--- src/sv/set_assoc_cache_tags_lru_unit_assert.svh ---
// Assertion macros used by the cache tag unit top level.
`ifndef SET_ASSOC_CACHE_TAGS_LRU_UNIT_ASSERT_SVH
`define SET_ASSOC_CACHE_TAGS_LRU_UNIT_ASSERT_SVH

// Property checked on every clock edge outside reset.
`define SACTL_ASSERT(lbl, prop, msg) \
	lbl: assert property (@(posedge clk) disable iff (!arst_n) prop) \
		else $error(msg);

// Same-cycle implication outside reset.
`define SACTL_ASSERT_IMP(lbl, ante, cons, msg) \
	lbl: assert property (@(posedge clk) disable iff (!arst_n) (ante) |-> (cons)) \
		else $error(msg);

`endif

--- src/sv/sactl_ram.sv ---
// Generic single-write, single-read RAM with registered read data.
module sactl_ram #(
	parameter int WIDTH = 8,
	parameter int DEPTH = 16,
	localparam int AW = (DEPTH > 1) ? $clog2(DEPTH) : 1
) (
	input  logic             clk,
	input  logic             we,
	input  logic [AW-1:0]    waddr,
	input  logic [WIDTH-1:0] wdata,
	input  logic             re,
	input  logic [AW-1:0]    raddr,
	output logic [WIDTH-1:0] rdata
);

	logic [WIDTH-1:0] mem [DEPTH];
	logic [WIDTH-1:0] rdata_q;

	always_ff @(posedge clk) begin
		if (we) begin
			mem[waddr] <= wdata;
		end
		if (re) begin
			rdata_q <= mem[raddr];
		end
	end

	assign rdata = rdata_q;

endmodule
--- config.mk ---
export PLATFORM = sky130hd
export DESIGN_NAME = sactl_ram
export DESIGN_NICKNAME = d
export VERILOG_FILES = /design/src/sv/set_assoc_cache_tags_lru_unit_assert.svh /design/src/sv/sactl_ram.sv
export SDC_FILE = /design/constraint.sdc
export NUM_CORES = 1
export LEC_CHECK = 0
export BUFFER_PORTS_ARGS = -buffer_cell sky130_fd_sc_hd__buf_2
export CAP_MARGIN = 20
export CORE_UTILIZATION = 45
export DETAILED_ROUTE_END_ITERATION = 6
export PLACE_DENSITY = 0.74
export SLEW_MARGIN = 20
export SYNTH_ARGS = -nofsm -noshare
export SYNTH_HDL_FRONTEND = slang
export SYNTH_SLANG_ARGS = --single-unit
--- constraint.sdc ---
create_clock -name clk -period 2.85 [get_ports clk]
set_input_delay 0.285 -clock clk [delete_from_list [all_inputs] [get_ports clk]]
set_output_delay 0.285 -clock clk [all_outputs]
set_load 0.05 [all_outputs]
# After elaboration in Yosys (flattened, before gate mapping)
# Memory sizes are Yosys's and may differ from the RTL's. A register that Yosys moved wholly into a read port is not among the register bits.
# Index checks and enable logic that the tools add are counted.
[op_classes]
n_mux = 2
[ops]
columns = ["cell", "count"]
rows = [
  ["$mux 1", 2],
]
[totals]
register_bits = 0
mem_bits_rw = 128
n_memories = 1
[mem_list]
columns = ["name", "words", "word_bits", "read_ports", "rd_clocked_by_memory_dff", "wr", "line", "text"]
rows = [
  ["mem", 16, 8, 1, 1, 1, "sactl_ram.sv:16", "logic [WIDTH-1:0] mem [DEPTH];"],
]

# Logic depth before layout (Yosys ltp)
# Gate-level depths: netlist (run 1).
[depth]
depth_word = 2
ltp_mapped = 5
ltp_nobuf = 3

# Least setup slack after synthesis (run 1)
# No wires, ideal clock.
[synth_timing]
path_type = "input to register"
start = "in waddr[2]"
end = "mem mem[0][0], enable pin"
arrival_time_ns = 1.395
path_slack_ns = 1.072
required_ns = 2.467
setup_ns = 0.383
path_buffers = 0
stages = 2
cell_sequence = "or3b_2 -> nor3_1"
[synth_rtl]
columns = ["element", "line", "text"]
rows = [
  ["from (decl)", "sactl_ram.sv:9", "input logic [AW-1:0] waddr,"],
  ["to (decl)", "sactl_ram.sv:16", ""],
]
# Straight into the memory's write port.

==> flow_metrics.tcl, run 1 <==
set metrics [dict create \
    status "finished clean" \
    setup_repair_after_global_routing_missed_its_margin "false" \
    cts_root_buf "sky130_fd_sc_hd__clkbuf_16" \
    type_of_element_capturing_the_critical_path "flip-flop" \
    worst_slew_pin_slew_ns 0.955 \
    dieArea_um2 12100 \
    grt_overflow 0 \
    grt_pass1_vias 2577 \
    drtAntennaViolNets 0 \
    start_util_pct 47.2 \
    wire_length_of_the_first_global_routing_pass_um 14700 \
    yosysTopAreaCellShare_pct 78.1 \
    final.period_utilization_pct 57.8 \
    static_leakage_power_nw 2.04 \
    maximum_clock_path_buffer_count 2 \
    htree_num_levels 4 \
    r2r.worst_path.cells 3 \
    min_delay_worst_endpoint "rdata[5]" \
    cts_sink_cnt 136 \
    synth.area.top_cells "sky130_fd_sc_hd__edfxtp_1 78%, sky130_fd_sc_hd__mux4_2 7.8%, sky130_fd_sc_hd__mux4_1 7.0%" \
    setup_tns_ns 0 \
    syn_area_per_cell_um2 22.8 \
    critPathArrivalTime_ns 1.81 \
    type_of_the_worst_min_delay_path "primary input to flip-flop" \
    drv_slew 0 \
    fp-row-count 38 \
    synthMuxAreaShare_pct 14.8 \
    r2r_slack_ns 1.26 \
    post_cts_resized 0 \
    worstSkewPairLatency_ns 0.41 \
    period_minus_slack_ns 1.65 \
    min-delay-start "re" \
    crit_path_max_fanout 11 \
    most_used_standard_cell_by_instance_count_after_synthesis "sky130_fd_sc_hd__edfxtp_1" \
    holdBufCountCts 0 \
    ys_types 18 \
    maximum_number_of_pins_on_one_net_before_global_route_repair 29 \
    dr.first_iter.drc_count 128 \
    ys_top_cells_by_count "136 x sky130_fd_sc_hd__edfxtp_1, 18 x sky130_fd_sc_hd__mux4_2, 16 x sky130_fd_sc_hd__a22oi_1, 14 x sky130_fd_sc_hd__mux4_1, 13 x sky130_fd_sc_hd__nor2_1" \
    synth-adder-area-share_pct 0 \
    cp_launch_type "primary input" \
    synthDominantAreaCellType "sky130_fd_sc_hd__edfxtp_1" \
    critPathRequiredTime_ns 3.01 \
    ys.flop_type "sky130_fd_sc_hd__edfxtp_1" \
    number_of_buffers_added_by_the_clock_tree_synthesis_step 17 \
    hold_violations 0 \
    synth_simple_gate_area_share_pct 3.14 \
    syn2layout_area_growth_pct 17.1 \
    grt_antenna_before_repair 0 \
    grt_use_total_pct 18.1 \
    critical_path.reg2reg.endpoint "rdata[4]" \
    total_power_mw 4.60 \
    r2r_start "mem[9][4]" \
    complex_gate_fraction_of_the_synthesized_area_pct 2.30 \
    vias_per_cell 5.73 \
    detailedRoute.firstPassIterationCount 4 \
    detail_route.wl_per_cell_um 22.5 \
    timing.max_cap.violations 0 \
    dp_slack_ns 0.740 \
    globalplace.congestion 0.708 \
    ir_drop_mv 0.525 \
    nets 294 \
    postSynthNetCount 248 \
    vias 2454 \
    portbufs 26 \
    fmax_mhz 607 \
    drt_wl_total_um 9630 \
    core_area_um2 11100 \
    synth-seq-cells 136 \
    power.density_nw_per_um2 752 \
    post_cts_buffers 0 \
    worst_slew_margin_rel_pct 36.1 \
    worst_setup_hold_path_clk_slew_ns 0.06 \
    chipHeight_um 110 \
    synthXorXnorAreaFrac_pct 0 \
    post_route_cells_drive_above_1_share_pct 29.5 \
    async_reset_ff_share_pct 0 \
    hpwlAfterDp_um 5990 \
    final.setup_skew_ns 0.00803 \
    timing_worst_setup_path_type "primary input to flip-flop" \
    synth_edf_count 136 \
    fin_ws_ns 1.20 \
    min_path_cells 1 \
    tritoncts "yes" \
    synthesis.yosys.warnings 0 \
    die_width_um 110 \
    dominant_combinational_cell_family_by_area_after_synthesis "multiplexers" \
    detail_route.drc_violations 0 \
    i_o_pin_total 27 \
    synth_cells 229 \
    yosysSeqAreaShare_pct 78.1 \
    num_antenna_cells 0 \
    setup_violations 0 \
    synth.cell_area_um2 5230 \
]
metal layers:
layer	wire length [µm]	up-vias	global-route usage (%)
met4	189	0	8.00
met3	488	16	5.93
met1	4150	1278	23.3
met5	0	-	0
li1	-	1079	-
met2	4810	81	28.2
critical path: stages:
cell,delay (ns)
sky130_fd_sc_hd__buf_2,0.28
sky130_fd_sc_hd__buf_4,0.30
sky130_fd_sc_hd__mux4_1,0.59
sky130_fd_sc_hd__a22oi_1,0.26
sky130_fd_sc_hd__nand2_1,0.08
cell families (layout without fill, tap and decap cells):
| kind of cell | after synthesis | count (layout) |
|---|---|---|
| AND/OR/NAND/NOR | 35 | 35 |
| AO/OA/AOI/OAI | 16 | 16 |
| buffers and inverters | 10 | 69 |
| flip-flops | 136 | 136 |
| multiplexers | 32 | 32 |
layout make-up:
cell class              instances  area (µm²)
multi-input cells              83        1060
fillers                       809        4960
repair buffers                 37         225
clock buffers                  17         425
flip-flops and latches        136        4080
clock inverters                15         155
well taps                     140         175
per-stage QoR:
step                      util [%]  hold slack, ns  instances  cell area [µm²]
after floorplan                  -           0.384        229             5230
after global placement        50.0           0.664        396             5540
after detailed placement      50.0           0.657        396             5540
after CTS                     55.3           0.229        428             6120
after global routing          55.3           0.231        428             6120
final                         55.3           0.235        428             6120
how the worst max path moves through the flow:
stage          startpoint        end  slack [ns]  cells after the start
2_1_floorplan    waddr[2]  mem[0][0]        1.07                      2
3_3_place_gp     raddr[0]   rdata[0]        0.77                      5
3_5_place_dp     raddr[0]   rdata[0]        0.74                      5
4_1_cts          raddr[0]   rdata[0]        1.17                      5
5_1_grt          raddr[0]   rdata[0]        1.12                      5
6_report         raddr[0]   rdata[0]        1.20                      5
flip-flops by register name, summed over array words and instances (netlist names):
signal  count
rdata       8
mem       128
report_power, final:
part	leakage, nW	total (mW)	internal (mW)	switching [mW]
clock	0.272	2.10	1.29	0.819
combinational	0.535	0.233	0.0842	0.149
sequential	1.24	2.26	2.25	0.0106
cell usage in the layout (no fill, tap or decap), drive strengths merged:
cell type,n
nand2b,2
edfxtp,136
clkinvlp,3
buf,37
clkinv,9
or3b,1
nor2,13
nand2,9
a22oi,16
nor3,4
inv,1
and2b,1
nand3,1
and2,1
mux4,32
clkbuf,17
bufinv,2
nand3b,2
nor2b,1
Note: power is estimated with default switching activity, not from simulation.
==> run 2: changes to the inputs <==
Settings changed: PLACE_DENSITY 0.74 to 0.76.
Clock period 2.85 ns to 1.5 ns, I/O delays scaled along.
==> run 2 against run 1 <==
Critical path depth down 2. Core utilization up 1.6 points. Worst setup slack worse by 1.2 ns. Register-to-register slack got worse by 1.2 ns. Design area increased by 2.9%. Count of clock-buffer cells in the layout grew 3. Combinational power increased by 110%. Critical endpoint is now rdata[3].
==> flow_metrics.tcl, run 2 (synthesis results as in run 1) <==
set metrics [dict create \
    final.setup_skew_ns 0.00867 \
    timing.max_cap.violations 0 \
    largest_register_ff_count 128 \
    total_switching_power_mw 1.81 \
    drtAntennaViolNets 0 \
    dr.first_iter.drc_count 157 \
    fin_ws_ns 0.0530 \
    crit_path_max_fanout 1 \
    grt_use_total_pct 18.3 \
    critPathRequiredTime_ns 1.66 \
    post_route_cells_drive_above_1_share_pct 35.8 \
    start_util_pct 47.2 \
    maximum_clock_path_buffer_count 2 \
    die_width_um 110 \
    power_report.internal_total_mw 7.07 \
    wire_length_of_the_first_global_routing_pass_um 14800 \
    chipHeight_um 110 \
    seq_power_share_pct 48.4 \
    worst_slew_margin_rel_pct 40.7 \
    dieArea_um2 12100 \
    cp_launch_type "flip-flop" \
    crit_path_top_delay_cell "sky130_fd_sc_hd__mux4_1" \
    post_dp_cell_area_um2 5690 \
    worstSkewPairLatency_ns 0.41 \
    ir_drop_mv 0.793 \
    i_o_pin_total 27 \
    core_area_um2 11100 \
    dp_slack_ns -0.197 \
    detailedRoute.firstPassIterationCount 4 \
    mostFrequentLayoutCells "136 x sky130_fd_sc_hd__edfxtp_1, 26 x sky130_fd_sc_hd__buf_2, 21 x sky130_fd_sc_hd__buf_4, 20 x sky130_fd_sc_hd__mux4_2, 17 x sky130_fd_sc_hd__clkbuf_16" \
    vias 2501 \
    crit_path_cell_trace "mux4_1 -> a22oi_2 -> nand2_1" \
    worst_slew_pin_slew_ns 0.886 \
    cts_sink_cnt 136 \
    post-route-cell-area_um2 6300 \
    vias_per_cell 5.66 \
    status "finished clean" \
    switching_share_pct 20.4 \
    num_antenna_cells 0 \
    holdBufCountCts 0 \
    setup_violations 0 \
    number_of_buffers_added_by_the_clock_tree_synthesis_step 17 \
    maximum_number_of_pins_on_one_net_before_global_route_repair 20 \
    power.density_nw_per_um2 1410 \
    hold_violations 0 \
    slowest_delay_ns 0.56 \
    syn2layout_area_growth_pct 20.5 \
    static_leakage_power_nw 2.13 \
    hpwlAfterDp_um 6130 \
    grt_antenna_before_repair 0 \
    portbufs 26 \
    max_flop_register "mem" \
    globalplace.congestion 0.733 \
    tritoncts "yes" \
    detail_route.drc_violations 0 \
    critPathArrivalTime_ns 1.61 \
    final_common_cell "sky130_fd_sc_hd__edfxtp_1" \
    type_of_element_capturing_the_critical_path "flip-flop" \
    type_of_the_worst_min_delay_path "primary input to flip-flop" \
    fp-row-count 38 \
    grt_pass1_vias 2551 \
    timing_worst_setup_path_type "flip-flop to flip-flop" \
    share_comb_of_total_power_pct 5.4 \
    detail_route.wl_per_cell_um 22.5 \
    final.period_utilization_pct 96.5 \
    worst_setup_hold_path_clk_slew_ns 0.06 \
    drv_slew 0 \
    period_minus_slack_ns 1.45 \
    post_layout_nonfiller_instances 442 \
    htree_num_levels 4 \
    cts_root_buf "sky130_fd_sc_hd__clkbuf_16" \
    fmax_mhz 691 \
    drt_wl_total_um 9930 \
    nets 308 \
    grt_overflow 0 \
    pwr-share-clk_pct 46.1 \
    final.fill_count 796 \
    placed_cells_incl_taps 410 \
]
## run 2: cell count changes in the layout (fill, tap and decap cells not counted), sizes merged
cell	change
clkbuf	+3
bufinv	+1
clkinvlp	+1
inv	-1
clkinv	-4
buf	+14
## run 2: critical path, delay by kind of cell, from the launching register on
family,cells,cell delay (ns)
flip-flops,1,0.37
AND/OR/NAND/NOR,1,0.08
AO/OA/AOI/OAI,1,0.18
multiplexers,1,0.56
## run 2: layout make-up
| class | count | area [µm²] | share of cell area [%] |
|---|---|---|---|
| clock buffers | 20 | 437 | 6.93 |
| clock inverters | 12 | 153 | 2.42 |
| multi-input cells | 83 | 1080 | 17.2 |
| flip-flops and latches | 136 | 4080 | 64.8 |
| well taps | 140 | 175 | 2.78 |
| repair buffers | 51 | 368 | 5.84 |
## run 2: layer usage
layer / GRT usage, % / wire length, µm / share of wire (%)
met5: 0 / 0 / 0
met2: 28.9 / 4860 / 49
met4: 7.33 / 169 / 1.7
met3: 5.33 / 539 / 5.4
met1: 24.0 / 4360 / 44
## run 2: power by group through the flow
stage / Sequential (mW) / Clock (mW) / Combinational, mW
after global placement: 4.38 / 0 / 0.457
final: 4.30 / 4.10 / 0.483
after CTS: 4.30 / 4.15 / 0.483
after detailed placement: 4.38 / 0 / 0.469
after global routing: 4.31 / 4.30 / 0.517
after floorplan: 4.44 / 0 / 0.216
## run 2: stage by stage
stage | hold slack, ns | TNS, ns | power (mW) | util, %
finish | 0.0975 | 0 | 8.89 | 56.9
global route | 0.0833 | -0.0127 | 9.13 | 56.9
CTS | 0.0816 | 0 | 8.94 | 56.8
detailed placement | 0.518 | -1.09 | 4.85 | 51.4
global placement | 0.519 | -1.03 | 4.83 | 51.4
floorplan | 0.249 | 0 | 4.66 | -
## run 2: path summary, 6_finish.rpt
kind / from / end / slack (ns) / cells after the start
max: mem[4][3] / rdata[3] / 0.05 / 3
min: re / rdata[0] / 0.1 / 1
max reg2reg: mem[4][3] / rdata[3] / 0.05 / 3
min reg2reg: mem[14][1] / rdata[1] / 0.74 / 3
## run 2: repair_timing
action | 4_1_cts | 5_1_grt
buffers inserted | 0 | 0
pin swaps | 0 | 2
setup endpoints to repair | 3 | 4
hold endpoints to repair | 0 | 0
gates resized for setup | 4 | 4
